File: config.mk
export PLATFORM = sky130hd
export DESIGN_NAME = rope_queue
export DESIGN_NICKNAME = d
export VERILOG_FILES = /design/src/design/rope_pkg.sv /design/src/design/rope_queue.sv
export SDC_FILE = /design/constraint.sdc
export NUM_CORES = 1
export LEC_CHECK = 0
export BUFFER_PORTS_ARGS = -buffer_cell sky130_fd_sc_hd__buf_4
export CORE_AREA = 2 2 39 41
export CTS_BUF_LIST = sky130_fd_sc_hd__clkbuf_16
export DETAILED_ROUTE_END_ITERATION = 8
export DIE_AREA = 0 0 41 43
export SETUP_SLACK_MARGIN = 0.3
export SLEW_MARGIN = 20
export SYNTH_ARGS = -nofsm -noshare
export SYNTH_HDL_FRONTEND = slang
export SYNTH_SLANG_ARGS = --single-unit
File: constraint.sdc
create_clock -name clk -period 3.1 [get_ports clk]
set_clock_uncertainty 0.05 [all_clocks]
set_input_delay 0 -clock clk [delete_from_list [all_inputs] [get_ports clk]]
set_output_delay 0 -clock clk [all_outputs]
set_load 0.1 [all_outputs]
File: src/design/rope_pkg.sv
// Shared types and constants of the rotary position embedding stream.
package rope_pkg;

	localparam int DEFAULT_MAX_DEPTH  = 256;
	localparam int DEFAULT_DATA_WIDTH = 16;

	// Fixed field widths.
	localparam int TRIG_W = 16;
	localparam int POS_W  = 16;
	localparam int IDX_W  = 8;
	localparam int CNT_W  = 9;
	localparam int INDEX_LIMIT = 256;

	// Q1.14 arithmetic.
	localparam int FRAC_BITS  = 14;
	localparam int ROUND_BIAS = 8192;
	localparam logic signed [TRIG_W-1:0] COS_ONE = 16'sd16384;

	// Configuration port.
	localparam int PADDR_W = 5;
	localparam int PDATA_W = 32;

	typedef enum logic [2:0] {
		REG_STEP  = 3'd0,
		REG_DEPTH = 3'd1,
		REG_WIDTH = 3'd2,
		REG_ROWS  = 3'd3,
		REG_MODE  = 3'd4
	} reg_idx_t;

	localparam logic [POS_W-1:0] RST_STEP  = 16'd0;
	localparam logic [CNT_W-1:0] RST_DEPTH = 9'd256;
	localparam logic [CNT_W-1:0] RST_WIDTH = 9'd0;
	localparam logic [POS_W-1:0] RST_ROWS  = 16'd1;
	localparam logic             RST_MODE  = 1'b0;

	typedef struct packed {
		logic [POS_W-1:0] step;
		logic [CNT_W-1:0] depth;
		logic [CNT_W-1:0] width;
		logic [POS_W-1:0] rows;
		logic             interleave;
	} cfg_t;

	// Queue between the front and the back part.
	localparam int QDEPTH = 4;
	localparam int QAW    = $clog2(QDEPTH);
	localparam int QCW    = $clog2(QDEPTH + 1);

	typedef struct packed {
		logic           head_valid;
		logic [QCW-1:0] level;
	} q_status_t;

	typedef enum logic {
		OP_PASS = 1'b0,
		OP_PAIR = 1'b1
	} op_kind_t;

	typedef enum logic {
		PH_LOWER = 1'b0,
		PH_UPPER = 1'b1
	} phase_t;

endpackage

File: src/design/rope_queue.sv
// Short FIFO of pending operations between the front and the back part.
module rope_queue
	import rope_pkg::*;
#(
	parameter type op_t = logic
) (
	input  logic      clk,
	input  logic      arst_n,
	input  logic      push,
	input  op_t       push_op,
	input  logic      pop,
	output op_t       head,
	output q_status_t qstat
);
	op_t            mem_q [QDEPTH];
	logic [QAW-1:0] wr_ptr_q;
	logic [QAW-1:0] rd_ptr_q;
	logic [QCW-1:0] level_q;

	always_ff @(posedge clk) begin
		if (push) begin
			mem_q[wr_ptr_q] <= push_op;
		end
	end

	always_ff @(posedge clk or negedge arst_n) begin
		if (!arst_n) begin
			wr_ptr_q <= '0;
			rd_ptr_q <= '0;
			level_q  <= '0;
		end else begin
			if (push) begin
				wr_ptr_q <= wr_ptr_q + QAW'(1);
			end
			if (pop) begin
				rd_ptr_q <= rd_ptr_q + QAW'(1);
			end
			unique case ({push, pop})
				2'b10: begin
					level_q <= level_q + QCW'(1);
				end
				2'b01: begin
					level_q <= level_q - QCW'(1);
				end
				default: begin
					level_q <= level_q;
				end
			endcase
		end
	end

	assign head             = mem_q[rd_ptr_q];
	assign qstat.head_valid = level_q != '0;
	assign qstat.level      = level_q;
endmodule

==> flow_summary.json, run 1 <==
{
  "start_util_pct": 37.8,
  "drive_above_1_share_pct": 25.9,
  "synth_fp_nets": 48,
  "crit_required_ps": 3210,
  "antenna_found_initial": 0,
  "drv_cap": 0,
  "n_fill_cell": 118,
  "numPortBuffers": 9,
  "synth_cells": 37,
  "track_usage_pct": 12.1,
  "crit_type": "in -> reg",
  "synth-compound-area-share_pct": 0.957,
  "clk_pin_slew_ps": 40,
  "start_kind": "input port",
  "drt_iter0_drc": 0,
  "gp_congestion": 0.752,
  "routed_wl_um": 774,
  "finalCriticalPeriod_ps": 1630,
  "setup_violations": 0,
  "root_buffer": "clkbuf_16",
  "status": "completed",
  "dieHeight_um": 43,
  "final_nets": 66,
  "synth_cell_type_count": 14,
  "grt_util_met2_pct": 16.6,
  "die_w_um": 41,
  "cp_data_arrival_time_ps": 1730,
  "rows": 14,
  "core_area_um2": 1380,
  "postCtsHoldBufs": 4,
  "die_area_um2": 1760,
  "hpwlAfterDp_um": 599,
  "path_cells": "dlygate4sd3_1 -> buf_4 -> inv_1 -> ha_1 -> fa_1 -> xnor2_1 -> nor2_1 -> xor2_1",
  "synth_edf_count": 4,
  "crit_fanout": 8,
  "drt_pass1_iterations": 1,
  "cts_tree": "yes",
  "slew_viol_final": 0,
  "post_cts_buffers": 0,
  "ys_seq_area_share_pct": 56.5,
  "synthXorXnorAreaFrac_pct": 10.0,
  "hp-class": "in -> async",
  "worst_pin_slew_ps": 280,
  "grt_max_degree": 9,
  "synth_adder_area_share_pct": 15.8,
  "finalHoldViolations": 0,
  "vias": 307,
  "ys_seq_elements": 11,
  "async_flop_share_pct": 63.6,
  "rsz0062_at_grt": "false",
  "use_met1_pct": 13.1,
  "muxShareOfSynthArea_pct": 6.46,
  "synth_area_um2": 523,
  "maxSlewHeadroom_pct": 81.5,
  "cts_sinks": 11,
  "cpPeakStageDelay_ps": 520,
  "fin_setup_tns_ps": 0,
  "clk_path_buf_depth": 2,
  "synth_top_family_by_area": "adder cells",
  "area_delta_synth_final_pct": 39.5,
  "yosys_most_used_dff": "dfrtp_1",
  "ys_warn_count": 0,
  "htree_levels": 1,
  "io-pin-count": 10,
  "syn_area_per_cell_um2": 14.1,
  "r2r_cells": 4,
  "cts_buffers": 3,
  "via_per_inst": 4.39,
  "grt-busiest-layer": "met2",
  "grt_pass1_wl_um": 1280,
  "yosys.area_share.simple_pct": 8.13,
  "end_kind": "flop",
  "grt-ovfl-total": 0,
  "drcViolationCount": 0,
  "clock_latency_ps": 240,
  "max_freq_ghz": 0.614,
  "grt_pass1_vias": 321,
  "synth_top_cells_by_area": "dfrtp_1 (33%), edfxtp_1 (23%), ha_1 (12%), xnor2_1 (5.0%), xor2_1 (5.0%)",
  "gr-usage-met3_pct": 4.71,
  "antenna_left": 0,
  "antenna_cells": 0,
  "synth_top_area_cell": "dfrtp_1",
  "synth_common_cells": "dfrtp_1 (7), ha_1 (5), and2_1 (4), edfxtp_1 (4)",
  "avgRoutedWirePerCell_um": 11.1,
  "r2r_slack_ps": 1700,
  "finalCritPeriodShare_pct": 52.5,
  "post-synth-top-count-cell": "dfrtp_1",
  "ctsResizeCount": 0,
  "slowest_stage": "dlygate4sd3_1",
  "synth_top_area_share_pct": 33.5
}
metal layers:
| layer | part of all wire [%] | vias to the layer above |
|---|---|---|
| li1 | - | 154 |
| met1 | 40 | 143 |
| met2 | 50 | 7 |
| met3 | 4.8 | 3 |
| met4 | 4.3 | 0 |
| met5 | 0 | - |
sequential cells by signal (all words and copies together) (netlist names):
| register | cells |
|---|---|
| rd_ptr_q | 2 |
| level_q | 3 |
| wr_ptr_q | 2 |
| mem_q | 4 |
through the flow:
step | cell area (µm²) | setup WS [ps] | utilization (%) | hold WS, ps | instances
2_1_floorplan | 523 | 1180 | - | -346 | 37
3_3_place_gp | 611 | 1750 | 44.1 | -232 | 62
3_5_place_dp | 611 | 1690 | 44.1 | -228 | 62
4_1_cts | 729 | 1460 | 52.7 | 64.3 | 70
5_1_grt | 729 | 1400 | 52.7 | 88.1 | 70
6_report | 729 | 1470 | 52.7 | 61.8 | 70
worst paths after layout:
kind	start	endpoint
setup / recovery	push	level_q[2]
max in group asynchronous	arst_n	wr_ptr_q[1]
setup reg to reg	level_q[0]	level_q[2]
hold / removal	arst_n	level_q[2]
hold reg to reg	rd_ptr_q[1]	rd_ptr_q[1]
min in group clk	rd_ptr_q[1]	rd_ptr_q[1]
worst max-delay path: cells and delay by family:
family | cells | cell delay, ps
adders and majority gates | 2 | 620
xor gates and xnor gates | 2 | 290
and+or+nand+nor | 1 | 110
buffers and inverters | 3 | 710
kinds of logic after synthesis:
family	after synthesis
mux	2
simple gates	8
buf+inv	3
compound gates	1
flops	11
xor+xnor	6
fa+ha+maj	6
area by class of cell:
cell class	instances	area, µm²	area share, %
well taps	16	20.0	2.74
flip-flops and latches	11	295	40.5
multi-input cells	23	216	29.7
repair buffers	13	108	14.8
clock buffers	3	75.1	10.3
inverters	3	11.3	1.54
clock inverters	1	3.75	0.515
cell usage in the layout (no fill, tap or decap), types with 2 or more instances in the layout:
| cell type | Yosys | final |
|---|---|---|
| inv_1 | 3 | 4 |
| dfrtp_1 | 7 | 7 |
| nand2_1 | 2 | 2 |
| edfxtp_1 | 4 | 4 |
| buf_4 | 0 | 9 |
| ha_1 | 5 | 5 |
| dlygate4sd3_1 | 0 | 4 |
| clkbuf_16 | 0 | 3 |
| xnor2_1 | 3 | 3 |
| and2_1 | 4 | 4 |
| xor2_1 | 3 | 3 |
Power of run 1 is left out: the tool's default activity adds up to more than one toggle a clock period on the data nets, which glitch-free logic cannot reach.
==> run 2: changes to the inputs <==
- ABC_AREA: not set -> 1
- clock period: 3.1 -> 1.6 ns (I/O delays scaled with it)
==> flow_summary.json, run 2 <==
{
  "status": "completed",
  "hpwlAfterDp_um": 598,
  "setup_violations": 0,
  "grt_max_degree": 8,
  "drv_cap": 0,
  "rows": 14,
  "synth_cell_type_count": 14,
  "synth_top_cells_by_area": "dfrtp_1 (31%), edfxtp_1 (21%), nand2_1 (12%), ha_1 (11%), inv_1 (9.2%)",
  "finalHoldViolations": 0,
  "async_flop_share_pct": 63.6,
  "top_regs": "mem_q (4), level_q (3)",
  "synth_fp_nets": 71,
  "drt_iter0_drc": 6,
  "crit_fanout": 4,
  "post-route-util_pct": 59.0,
  "synth_cells": 60,
  "post-synth-top-count-cell": "nand2_1",
  "antenna_cells": 0,
  "grt_pass1_vias": 385,
  "grt-ovfl-total": 0,
  "regArea_um2": 305,
  "via_per_inst": 4.43,
  "synth_top_area_cell": "dfrtp_1",
  "numPortBuffers": 9,
  "grt_pass1_wl_um": 1530,
  "ys_warn_count": 0,
  "hp-class": "in -> reg",
  "cts_buffers": 3,
  "die_area_um2": 1760,
  "multiInputGateArea_um2": 228,
  "crit_required_ps": 1680,
  "synth_common_cells": "nand2_1 (18), inv_1 (14), dfrtp_1 (7)",
  "synth_edf_count": 4,
  "end_kind": "flop",
  "cts_tree": "yes",
  "clk_pin_slew_ps": 40,
  "vias": 412,
  "finalCriticalPeriod_ps": 1290,
  "maxSlewHeadroom_pct": 81.6,
  "io-pin-count": 10,
  "drt_pass1_iterations": 4,
  "rsz0062_at_grt": "true",
  "avgRoutedWirePerCell_um": 8.96,
  "routed_wl_um": 833,
  "layout_commonest_cell": "nand2_1",
  "drive_above_1_share_pct": 28.6,
  "syn_area_per_cell_um2": 9.51,
  "root_buffer": "clkbuf_16",
  "fin_setup_tns_ps": 0,
  "largest_reg_flops": 4,
  "slew_viol_final": 0,
  "post_cts_buffers": 0,
  "htree_levels": 1,
  "die_w_um": 41,
  "gp_congestion": 0.723,
  "max_freq_ghz": 0.776,
  "start_kind": "flop",
  "crit_type": "reg -> reg",
  "ys_seq_area_share_pct": 51.8,
  "synth_top_area_share_pct": 30.7,
  "start_util_pct": 41.2,
  "top_register": "mem_q",
  "antenna_found_initial": 0,
  "finalCritPeriodShare_pct": 80.5,
  "layout_common_cells": "nand2_1 (15), inv_1 (13), buf_4 (8)",
  "cp_data_arrival_time_ps": 1360,
  "synth_area_um2": 571,
  "clk_path_buf_depth": 2,
  "cts_sinks": 11,
  "core_area_um2": 1380,
  "n_fill_cell": 121,
  "drcViolationCount": 0,
  "ys_seq_elements": 11,
  "final_nets": 89,
  "track_usage_pct": 14.0,
  "clock_latency_ps": 240,
  "dieHeight_um": 43,
  "area_delta_synth_final_pct": 43.0,
  "antenna_left": 0,
  "worst_pin_slew_ps": 278,
  "yosys_most_used_dff": "dfrtp_1"
}
run 2: cell types whose count changed after synthesis, sizes merged, moves of 2 or more:
cell	change
inv	+11
and2	-4
nand2	+16
xnor2	-2
run 2: layer usage:
layer | vias to the layer above | track usage [%] | share of wire (%)
li1 | 212 | - | -
met1 | 190 | 14.9 | 46
met2 | 8 | 19.7 | 46
met3 | 2 | 7.85 | 5.3
met4 | 0 | 10.0 | 1.8
met5 | - | 0 | 0
run 2: final cells by class:
type / instances / area share [%]
Timing Repair Buffer: 14 / 16.0
Clock inverter: 1 / 0.613
Sequential cell: 11 / 37.4
Inverter: 14 / 6.44
Clock buffer: 3 / 9.20
Multi-Input combinational cell: 34 / 27.9
Tap cell: 16 / 2.45
run 2: worst paths after layout:
path                                  from     endpoint  slack, ps  cells after the start
worst min register to register  level_q[2]   level_q[2]        450                      2
worst min-delay path                   pop  rd_ptr_q[1]         10                      3
worst max register to register  level_q[0]   level_q[2]        310                      5
max in group asynchronous           arst_n   level_q[1]       1300                      2
min in group asynchronous           arst_n   level_q[0]         70                      2
worst max-delay path            level_q[0]   level_q[2]        310                      5
run 2: worst max-delay path, cell delays in order, from the launching register on:
cell     delay, ps
dfrtp_4        490
fa_2           380
nand2_2         70
nand3_1         70
nand2_1         60
nand2_1         50
run 2: kinds of logic (layout without fill, tap and decap cells):
kind of cell | after synthesis | after routing | synth area share (%)
AO/OA/AOI/OAI | 3 | 3 | 3.07
XOR/XNOR | 4 | 4 | 6.14
adder cells (fa/ha/maj) | 6 | 6 | 14.5
buffers and inverters | 15 | 32 | 10.1
flip-flops | 11 | 11 | 51.8
AND/OR/NAND/NOR | 21 | 21 | 14.5
run 2: repair_timing:
item,CTS,global route
endpoints found under the setup margin,1,2
endpoints found under the hold margin,14,0
hold buffers,5,0
gates resized for setup,1,5
pin swaps,0,2
run 2: through the flow:
| stage | instances | instance area (µm²) | setup WS [ps] | hold slack (ps) |
|---|---|---|---|---|
| after detailed placement | 84 | 669 | 337 | -233 |
| final | 93 | 816 | 312 | 12.5 |
| after floorplan | 60 | 587 | 187 | -346 |
| after global routing | 93 | 816 | 236 | 32.4 |
| after CTS | 93 | 803 | 316 | 7.28 |
| after global placement | 84 | 669 | 358 | -232 |
Power of run 2 is left out for the same reason.
==> run 3: changes to the inputs <==
- clock period: 1.6 -> 1.2 ns (I/O delays scaled with it)
==> flow_summary.json, run 3 (synthesis results as in run 2) <==
{
  "status": "finished, violations left",
  "violations": "negative setup slack",
  "placed_area_um2": 717,
  "maxSlewHeadroom_pct": 82.7,
  "rsz0062_at_grt": "true",
  "hpwlAfterDp_um": 689,
  "avgRoutedWirePerCell_um": 12.0,
  "numPortBuffers": 9,
  "cp_top_family": "flip-flops",
  "worst_pin_slew_ps": 258,
  "drv_cap": 0,
  "top_regs": "mem_q (4), level_q (3)",
  "reg2reg_to": "level_q[2]",
  "grt-ovfl-total": 0,
  "cpPeakStageDelay_ps": 470,
  "core_area_um2": 1380,
  "io-pin-count": 10,
  "crit_type": "reg -> reg",
  "clk_path_buf_depth": 2,
  "cp_common_cell": "nand2_1",
  "min_path_cells": 3,
  "multiInputGateArea_um2": 312,
  "r2r_slack_ps": -40,
  "grt_max_degree": 8,
  "drive_above_1_share_pct": 56.3,
  "finalCritPeriodShare_pct": 104,
  "finalCriticalPeriod_ps": 1240,
  "vias": 460,
  "die_w_um": 41,
  "end_kind": "flop",
  "rows": 14,
  "clk_pin_slew_ps": 40,
  "grt_pass1_vias": 491,
  "n_fill_cell": 101,
  "max_freq_ghz": 0.804,
  "crit_fanout": 2,
  "r2r_start": "level_q[1]",
  "cts_tree": "yes",
  "final_nets": 99,
  "fin_setup_tns_ps": -125,
  "top_register": "mem_q",
  "antenna_found_initial": 0,
  "hp-class": "in -> reg",
  "track_usage_pct": 17.0,
  "clock_latency_ps": 240,
  "antenna_left": 0,
  "start_kind": "flop",
  "dieHeight_um": 43,
  "dp_cells": 88,
  "layout_commonest_cell": "nand2_1",
  "routed_wl_um": 1240,
  "antenna_cells": 0,
  "drt_pass1_iterations": 2,
  "setup_violations": 4,
  "fin_ws_ps": -43.0,
  "regArea_um2": 307,
  "r2r_cells": 5,
  "htree_levels": 1,
  "slowest_stage": "dfrtp_4",
  "instances_no_fill": 103,
  "root_buffer": "clkbuf_16",
  "path_cells": "fa_2 -> nand2_1 -> nand3_1 -> nand2_1 -> nand2_1",
  "via_per_inst": 4.47,
  "largest_reg_flops": 4,
  "drt_iter0_drc": 1,
  "cts_buffers": 3,
  "layout_common_cells": "nand2_1 (11), inv_1 (10), buf_4 (10)",
  "start_util_pct": 41.2,
  "grt_pass1_wl_um": 1920,
  "hold_end": "rd_ptr_q[1]",
  "hp-start": "pop",
  "drcViolationCount": 0,
  "critical_path_buf_inv_count": 0,
  "finalHoldViolations": 0,
  "crit_required_ps": 1280,
  "die_area_um2": 1760,
  "cp_data_arrival_time_ps": 1320,
  "fin_area_um2": 1040,
  "gp_congestion": 0.716,
  "cts_sinks": 11,
  "area_delta_synth_final_pct": 82.0,
  "slew_viol_final": 0
}
==> run 3: cell count changes in the layout (fill, tap and decap cells not counted), sizes merged <==
cell / before / now
inv: 14 / 15
clkinv: 1 / 0
buf: 9 / 21
dlygate4sd3: 5 / 3
==> run 3: worst max-delay path by stage <==
| stage | start | to | slack, ps | cells past startpoint |
|---|---|---|---|---|
| 2_1_floorplan | level_q[1] | level_q[2] | -210 | 5 |
| 3_3_place_gp | level_q[1] | level_q[2] | -20 | 5 |
| 3_5_place_dp | level_q[1] | level_q[2] | -50 | 5 |
| 4_1_cts | level_q[1] | level_q[2] | -50 | 5 |
| 5_1_grt | level_q[1] | level_q[2] | -120 | 5 |
| 6_report | level_q[1] | level_q[2] | -40 | 5 |
==> run 3: layer usage <==
| layer | GRT usage, % | wire length, µm |
|---|---|---|
| met5 | 0 | 0 |
| met4 | 6.00 | 19 |
| met3 | 7.85 | 55 |
| met2 | 27.5 | 678 |
| met1 | 18.5 | 485 |
==> run 3: per-stage QoR <==
| step | util [%] | hold WS, ps | worst slack (ps) |
|---|---|---|---|
| finish | 75.0 | 9.36 | -43.0 |
| global placement | 51.8 | -233 | -24.3 |
| CTS | 71.0 | 24.2 | -49.1 |
| detailed placement | 51.8 | -233 | -46.0 |
| floorplan | - | -346 | -213 |
| global route | 75.0 | 20.8 | -122 |
==> run 3: worst min-delay path: cells and delay by family <==
kind | cells | cell delay [ps]
xor+xnor | 1 | 60
buf+inv | 1 | 120
simple gates | 1 | 60
==> run 3: repair_timing <==
item / in CTS / in global routing
setup endpoints to repair: 13 / 15
endpoints found under the hold margin: 12 / 0
buffers inserted: 7 / 1
gates resized for setup: 25 / 18
pin swaps: 6 / 4
hold buffers: 3 / 0
==> run 3: cell type report <==
class                      instances  area share, %
clock inverter                     1          0.361
inverter                          14           5.54
clock buffer                       3           7.23
sequential                        11           29.5
timing repair buffer              24           25.4
tap                               16           1.93
multi-input combinational         34           30.0
Power of run 3 is left out for the same reason.
